--- src/rtl/rgb_scl_pkg.sv ---
// ---------------------------------------------------------------------------
// rgb_scl_pkg
// Constants and register index codes for the RGB888 to RGB565 scaler.
// ---------------------------------------------------------------------------
package rgb_scl_pkg;

   // Configuration register indexes
   typedef enum logic [2:0] {
      CSR_TINT_ENABLE  = 3'd0,
      CSR_TINT_COLOR   = 3'd1,
      CSR_IMAGE_WIDTH  = 3'd2,
      CSR_IMAGE_HEIGHT = 3'd3,
      CSR_SCALE_FACTOR = 3'd4
   } csr_index_type;

   localparam int CSR_INDEX_W = 3;
   localparam int CSR_DATA_W  = 16;

   localparam int             SCALE_W   = 4;
   localparam int             COPY_W    = 3;
   localparam logic [SCALE_W-1:0] MAX_SCALE = 4'd8;

   // Rounding converter coefficients
   localparam logic [15:0] RB_MUL = 16'd249;
   localparam logic [15:0] RB_ADD = 16'd1014;
   localparam logic [15:0] G_MUL  = 16'd253;
   localparam logic [15:0] G_ADD  = 16'd505;

endpackage

--- src/rtl/rgb888_to_rgb565_scaler.sv ---
// ---------------------------------------------------------------------------
// rgb888_to_rgb565_scaler
// RGB888 to RGB565 pixel converter with optional tint and integer upscale.
// ---------------------------------------------------------------------------
// Each accepted pixel is tinted (if enabled), rounded to RGB565 and placed in
// the result register; that word is then emitted S times, one copy per cycle
// while rsp_stall is low, with run_last on the final copy, S being the
// effective scale (1 to 8). A new pixel is taken in the same cycle as the final
// copy of the previous one leaves, so the block cannot take a new pixel before
// every copy of the previous one has left. At the end of a row, replay_row on
// the last copy asks the source to resend the row until all S passes are
// drawn; image_done marks the last copy of the image, after which the counters
// start a new image. Configuration writes are taken at any time and do not
// touch the counters.
module rgb888_to_rgb565_scaler (
   input  logic                                  clock,
   input  logic                                  reset,
   // input pixel channel
   input  logic                                  req_valid,
   output logic                                  req_stall,
   input  logic [7:0]                            req_red_in,
   input  logic [7:0]                            req_green_in,
   input  logic [7:0]                            req_blue_in,
   // result channel
   output logic                                  rsp_valid,
   input  logic                                  rsp_stall,
   output logic [15:0]                           rsp_pixel_565,
   output logic                                  rsp_run_last,
   output logic                                  rsp_replay_row,
   output logic                                  rsp_image_done,
   // configuration port
   input  logic                                  csr_we,
   input  logic [rgb_scl_pkg::CSR_INDEX_W-1:0]   csr_index,
   input  logic [rgb_scl_pkg::CSR_DATA_W-1:0]    csr_wdata
);

   // configuration registers
   logic                              tint_enable_ff;
   logic [15:0]                       tint_color_ff;
   logic [15:0]                       image_width_ff;
   logic [15:0]                       image_height_ff;
   logic [rgb_scl_pkg::SCALE_W-1:0]   scale_factor_ff;

   // position counters
   logic [15:0]                       column_ff, column_in;
   logic [15:0]                       row_ff, row_in;
   logic [rgb_scl_pkg::COPY_W-1:0]    pass_ff, pass_in;

   // result register
   logic                              rsp_valid_ff, rsp_valid_in;
   logic [15:0]                       pixel_ff, pixel_in;
   logic                              replay_ff, replay_in;
   logic                              done_ff, done_in;
   logic [rgb_scl_pkg::COPY_W-1:0]    left_ff, left_in;

   logic                              last_copy;
   logic                              req_accept;
   logic [rgb_scl_pkg::SCALE_W-1:0]   scale_eff;
   logic [15:0]                       width_m1;
   logic [15:0]                       height_m1;
   logic [rgb_scl_pkg::SCALE_W-1:0]   pass_next;
   logic [7:0]                        tint_r, tint_g, tint_b;
   logic [8:0]                        sum_r, sum_g, sum_b;
   logic [7:0]                        mix_r, mix_g, mix_b;
   logic [15:0]                       prod_r, prod_g, prod_b;
   logic [15:0]                       color;
   logic                              replay_new, done_new;

   assign last_copy  = (left_ff == '0);
   // take a new word only when the result register is empty or empties this cycle
   assign req_stall  = rsp_valid_ff && !(last_copy && !rsp_stall);
   assign req_accept = req_valid && !req_stall;

   // ---- pixel datapath ----
   always_comb begin
      tint_r = {tint_color_ff[15:11], 3'b000};
      tint_g = {tint_color_ff[10:5], 2'b00};
      tint_b = {tint_color_ff[4:0], 3'b000};
      sum_r  = {1'b0, req_red_in}   + {1'b0, tint_r};
      sum_g  = {1'b0, req_green_in} + {1'b0, tint_g};
      sum_b  = {1'b0, req_blue_in}  + {1'b0, tint_b};
      mix_r  = tint_enable_ff ? sum_r[8:1] : req_red_in;
      mix_g  = tint_enable_ff ? sum_g[8:1] : req_green_in;
      mix_b  = tint_enable_ff ? sum_b[8:1] : req_blue_in;
      prod_r = {8'd0, mix_r} * rgb_scl_pkg::RB_MUL + rgb_scl_pkg::RB_ADD;
      prod_g = {8'd0, mix_g} * rgb_scl_pkg::G_MUL  + rgb_scl_pkg::G_ADD;
      prod_b = {8'd0, mix_b} * rgb_scl_pkg::RB_MUL + rgb_scl_pkg::RB_ADD;
      color  = {prod_r[15:11], prod_g[15:10], prod_b[15:11]};
   end

   // ---- position tracking ----
   always_comb begin
      if (scale_factor_ff == '0) begin
         scale_eff = rgb_scl_pkg::SCALE_W'(1);
      end else if (scale_factor_ff > rgb_scl_pkg::MAX_SCALE) begin
         scale_eff = rgb_scl_pkg::MAX_SCALE;
      end else begin
         scale_eff = scale_factor_ff;
      end
      width_m1   = (image_width_ff  == '0) ? 16'd0 : image_width_ff  - 16'd1;
      height_m1  = (image_height_ff == '0) ? 16'd0 : image_height_ff - 16'd1;
      pass_next  = {1'b0, pass_ff} + rgb_scl_pkg::SCALE_W'(1);
      column_in  = column_ff;
      row_in     = row_ff;
      pass_in    = pass_ff;
      replay_new = 1'b0;
      done_new   = 1'b0;
      if (column_ff >= width_m1) begin
         column_in = '0;
         if (pass_next >= scale_eff) begin
            pass_in = '0;
            if (row_ff >= height_m1) begin
               row_in   = '0;
               done_new = 1'b1;
            end else begin
               row_in = row_ff + 16'd1;
            end
         end else begin
            pass_in    = pass_next[rgb_scl_pkg::COPY_W-1:0];
            replay_new = 1'b1;
         end
      end else begin
         column_in = column_ff + 16'd1;
      end
   end

   // ---- result register next state ----
   always_comb begin
      rsp_valid_in = rsp_valid_ff;
      pixel_in     = pixel_ff;
      replay_in    = replay_ff;
      done_in      = done_ff;
      left_in      = left_ff;
      if (req_accept) begin
         rsp_valid_in = 1'b1;
         pixel_in     = color;
         replay_in    = replay_new;
         done_in      = done_new;
         left_in      = rgb_scl_pkg::COPY_W'(scale_eff - rgb_scl_pkg::SCALE_W'(1));
      end else if (rsp_valid_ff && !rsp_stall) begin
         if (last_copy) begin
            rsp_valid_in = 1'b0;
         end else begin
            left_in = left_ff - rgb_scl_pkg::COPY_W'(1);
         end
      end
   end

   always_ff @(posedge clock) begin
      if (reset) begin
         rsp_valid_ff <= 1'b0;
         column_ff    <= '0;
         row_ff       <= '0;
         pass_ff      <= '0;
      end else begin
         rsp_valid_ff <= rsp_valid_in;
         if (req_accept) begin
            column_ff <= column_in;
            row_ff    <= row_in;
            pass_ff   <= pass_in;
         end
      end
   end

   // payload holds without reset
   always_ff @(posedge clock) begin
      pixel_ff  <= pixel_in;
      replay_ff <= replay_in;
      done_ff   <= done_in;
      left_ff   <= left_in;
   end

   // ---- configuration registers ----
   always_ff @(posedge clock) begin
      if (reset) begin
         tint_enable_ff  <= 1'b0;
         tint_color_ff   <= '0;
         image_width_ff  <= 16'd1;
         image_height_ff <= 16'd1;
         scale_factor_ff <= rgb_scl_pkg::SCALE_W'(1);
      end else if (csr_we) begin
         unique case (csr_index)
            rgb_scl_pkg::CSR_TINT_ENABLE:  tint_enable_ff  <= csr_wdata[0];
            rgb_scl_pkg::CSR_TINT_COLOR:   tint_color_ff   <= csr_wdata;
            rgb_scl_pkg::CSR_IMAGE_WIDTH:  image_width_ff  <= csr_wdata;
            rgb_scl_pkg::CSR_IMAGE_HEIGHT: image_height_ff <= csr_wdata;
            rgb_scl_pkg::CSR_SCALE_FACTOR: begin
               scale_factor_ff <= csr_wdata[rgb_scl_pkg::SCALE_W-1:0];
            end
            default: begin
               // drop writes outside the register list
            end
         endcase
      end
   end

   assign rsp_valid      = rsp_valid_ff;
   assign rsp_pixel_565  = pixel_ff;
   assign rsp_run_last   = last_copy;
   assign rsp_replay_row = replay_ff && last_copy;
   assign rsp_image_done = done_ff && last_copy;

endmodule

--- config.mk ---
export PLATFORM = sky130hd
export DESIGN_NAME = rgb888_to_rgb565_scaler
export DESIGN_NICKNAME = d
export VERILOG_FILES = /design/src/rtl/rgb_scl_pkg.sv /design/src/rtl/rgb888_to_rgb565_scaler.sv
export SDC_FILE = /design/constraint.sdc
export NUM_CORES = 1
export LEC_CHECK = 0
export BUFFER_PORTS_ARGS = -buffer_cell sky130_fd_sc_hd__buf_2
export CORE_ASPECT_RATIO = 1.75
export CORE_UTILIZATION = 55
export DETAILED_ROUTE_END_ITERATION = 8
export GPL_TIMING_DRIVEN = 0
export MAX_ROUTING_LAYER = met4
export PLACE_DENSITY_LB_ADDON = 0.3
export SLEW_MARGIN = 20
export SYNTH_ARGS = -nofsm -noshare
export SYNTH_HDL_FRONTEND = slang
export SYNTH_SLANG_ARGS = --single-unit
--- constraint.sdc ---
create_clock -name clock -period 24.6 [get_ports clock]
set_clock_uncertainty 0.15 [all_clocks]
set_input_delay 7.38 -clock clock [delete_from_list [all_inputs] [get_ports clock]]
set_output_delay 7.38 -clock clock [all_outputs]
set_load 0.02 [all_outputs]
==> load_flow_metrics.sql <==
INSERT INTO impl_metrics (metric_group, metric, value, unit) VALUES
('hold_path', 'min_to', 'tint_color_ff[8]', ''),
('synth', 'yosys-top-cells-count', '183 x inv_1, 178 x ha_1, 158 x nand2_1, 108 x a21oi_1, 89 x dfxtp_1', ''),
('layout', 'antenna-diode-count', '0', ''),
('timing', 'drv_slew', '0', ''),
('placement', 'setup_slack_at_placement', '9.07', 'ns'),
('routing', 'route.final.wire_length', '23300', 'µm'),
('floorplan', 'chipWidth', '107', 'µm'),
('critical_path', 'crit_arrival', '7.99', 'ns'),
('layout', 'area.growth.synth_to_final', '8.97', '%'),
('pwr', 'power_switching', '0.314', 'mW'),
('routing', 'wl_per_instance', '15.1', 'µm'),
('floorplan', 'io_pins', '69', ''),
('layout', 'final_core_utilization', '0.618', ''),
('pwr', 'fin_total_pwr', '0.794', 'mW'),
('layout', 'n_fill_cell', '1657', ''),
('clock_network', 'htreeDepth', '3', ''),
('critical_path', 'worstRegToRegCells', '20', ''),
('placement', 'dpl_cell_area', '11300', 'µm²'),
('routing', 'drc_errors', '0', ''),
('critical_path', 'timing.rr.end', 'rsp_pixel_565[4]', ''),
('synth', 'postSynthRegisterBits', '110', ''),
('pwr', 'cellInternalPower', '0.480', 'mW'),
('hold_path', 'hold_depth', '2', ''),
('clock_network', 'clk-insertion-delay-late', '0.37', 'ns'),
('pwr', 'ir_drop', '0.0608', 'mV'),
('routing', 'initialDrtViolationCount', '338', ''),
('placement', 'detailedPlacementHpwl', '19400', 'µm'),
('pwr', 'power_switching_share', '0.395', ''),
('clock_network', 'cts_repair_resize_count', '0', ''),
('synth', 'yosys.cell_count.top_type', 'inv_1', ''),
('synth', 'postSynthNetCount', '1513', ''),
('grt', 'grt_remaining_overflow', '0', ''),
('run_status', 'run_status', 'finished clean', ''),
('placement', 'final_weighted_congestion_of_routability_driven_global_placement', '0.877', ''),
('pwr', 'power.clock.fraction', '0.199', ''),
('routing', 'routed-via-count', '8411', ''),
('clock_network', 'cts_setup_buffers', '0', ''),
('clock_network', 'cts_max_path_buffers', '2', ''),
('synth', 'synthFlopType', 'dfxtp_1', ''),
('clock_network', 'hold_buffers', '0', ''),
('synth', 'synth_top_cells_by_area', 'ha_1 21%, dfxtp_1 17%, fa_1 13%, inv_1 6.5%, edfxtp_1 5.9%', ''),
('placement', 'placed_cells', '1524', ''),
('synth', 'biggest_area_consumer_among_synthesized_cells', 'ha_1', ''),
('synth', 'yosys.cell_types.count', '66', ''),
('critical_path', 'timing.critical_path.fanout_max', '2', ''),
('placement', 'numPortBuffers', '68', ''),
('hold_path', 'min_path_type', 'reg -> reg', ''),
('synth', 'synth_async_sr_flop_share', '0', ''),
('routing', 'detail_route.first_pass.iterations', '6', ''),
('pwr', 'leakagePower', '5.48', 'nW'),
('timing', 'max_freq', '0.0644', 'GHz'),
('critical_path', 'cp-start-kind', 'input pin', ''),
('timing', 'post-route-worst-setup-slack', '9.08', 'ns'),
('hold_path', 'worstHoldStart', 'tint_color_ff[8]', ''),
('synth', 'netlist.area_leader.share', '0.210', ''),
('timing', 'layout_worst_path_cycle_share', '0.631', ''),
('pwr', 'combPwrFrac', '0.516', ''),
('clock_network', 'cts_root_buffer', 'clkbuf_16', ''),
('critical_path', 'worst-setup-path-type', 'in -> out', ''),
('synth', 'synth_enable_flop_cells', '21', ''),
('layout', 'final_net_count', '1592', ''),
('floorplan', 'design.die.area', '19900', 'µm²'),
('run', 'max_cap_violations', '0', ''),
('floorplan', 'core', '18700', 'µm²'),
('clock_network', 'cts_inserted_buffers', '9', ''),
('critical_path', 'reg2reg_slack', '17.58', 'ns'),
('timing', 'count_of_endpoints_failing_hold_in_the_final_timing_report', '0', ''),
('pwr', 'sequentialPowerShare', '0.285', ''),
('synth', 'synthesis.area', '10600', 'µm²'),
('routing', 'drt-vias-per-instance', '5.46', ''),
('pwr', 'power.density_cell_area', '68.6', 'nW/µm²');
## worst max-delay path, stage by stage
cell and delay (ns):
buf_2 0.11, o41ai_2 0.23, inv_1 0.10, buf_2 0.17
## registers in the layout (all words and copies together) (netlist names)
signal	count
column_ff	16
image_height_ff	16
image_width_ff	16
row_ff	16
rsp_pixel_565	16
tint_color_ff	16
scale_factor_ff	4
left_ff	3
pass_ff	3
done_ff	1
replay_ff	1
rsp_valid	1
tint_enable_ff	1
## power groups by stage
stage          Combinational (mW)  Sequential [mW]  Clock, mW
2_1_floorplan               0.298            0.247          0
3_3_place_gp                0.398            0.230          0
3_5_place_dp                0.414            0.230          0
4_1_cts                     0.418            0.226      0.161
5_1_grt                     0.477            0.228      0.166
6_report                    0.410            0.226      0.158
## cells by family after synthesis
logic type / count (synthesis) / synth area share
AOI/OAI and AO/OA: 188 / 0.105
adders and majority gates: 247 / 0.339
muxes: 28 / 0.0279
xor gates and xnor gates: 73 / 0.0601
DFF: 110 / 0.227
buffers and inverters: 216 / 0.0813
and+or+nand+nor: 356 / 0.159
## layout by cell type (no fill, tap or decap), types with 6 or more instances in the layout
| master | instances |
|---|---|
| inv_1 | 183 |
| ha_1 | 178 |
| nand2_1 | 158 |
| a21oi_1 | 108 |
| dfxtp_1 | 89 |
| nor2_1 | 74 |
| buf_2 | 70 |
| fa_1 | 69 |
| xor2_1 | 39 |
| xnor2_1 | 34 |
| o21ai_0 | 22 |
| clkbuf_1 | 21 |
| edfxtp_1 | 21 |
| nand3_1 | 19 |
| nor3_1 | 19 |
| mux2i_1 | 15 |
| a21o_1 | 14 |
| mux2_2 | 13 |
| nand4_1 | 12 |
| o32ai_1 | 10 |
| or3_1 | 9 |
| nand2b_1 | 9 |
| clkbuf_16 | 9 |
| nor2b_1 | 7 |
| and3_1 | 7 |
| o21a_1 | 6 |
## cell type report
type                       count  area [µm²]  area share
buffer                        33         178      0.0153
multi-input combinational    892        7350       0.635
timing repair buffer          68         340      0.0294
sequential                   110        2410       0.208
clock buffer                  11         243      0.0210
clock inverter                 5        72.6     0.00626
inverter                     183         687      0.0593
tap                          238         298      0.0257
## worst max-delay path by stage
| stage | to | cells after the start |
|---|---|---|
| floorplan | req_stall | 2 |
| global placement | req_stall | 4 |
| detailed placement | req_stall | 4 |
| CTS | req_stall | 4 |
| global route | req_stall | 4 |
| finish | req_stall | 4 |
## routing by layer
metal,global-route usage,part of all wire,vias to the layer above
li1,-,-,4210
met3,0.0249,0.025,61
met1,0.250,0.37,3997
met5,-,0,-
met2,0.491,0.56,143
met4,0.122,0.038,0
Power figures use the tool's default switching activity.
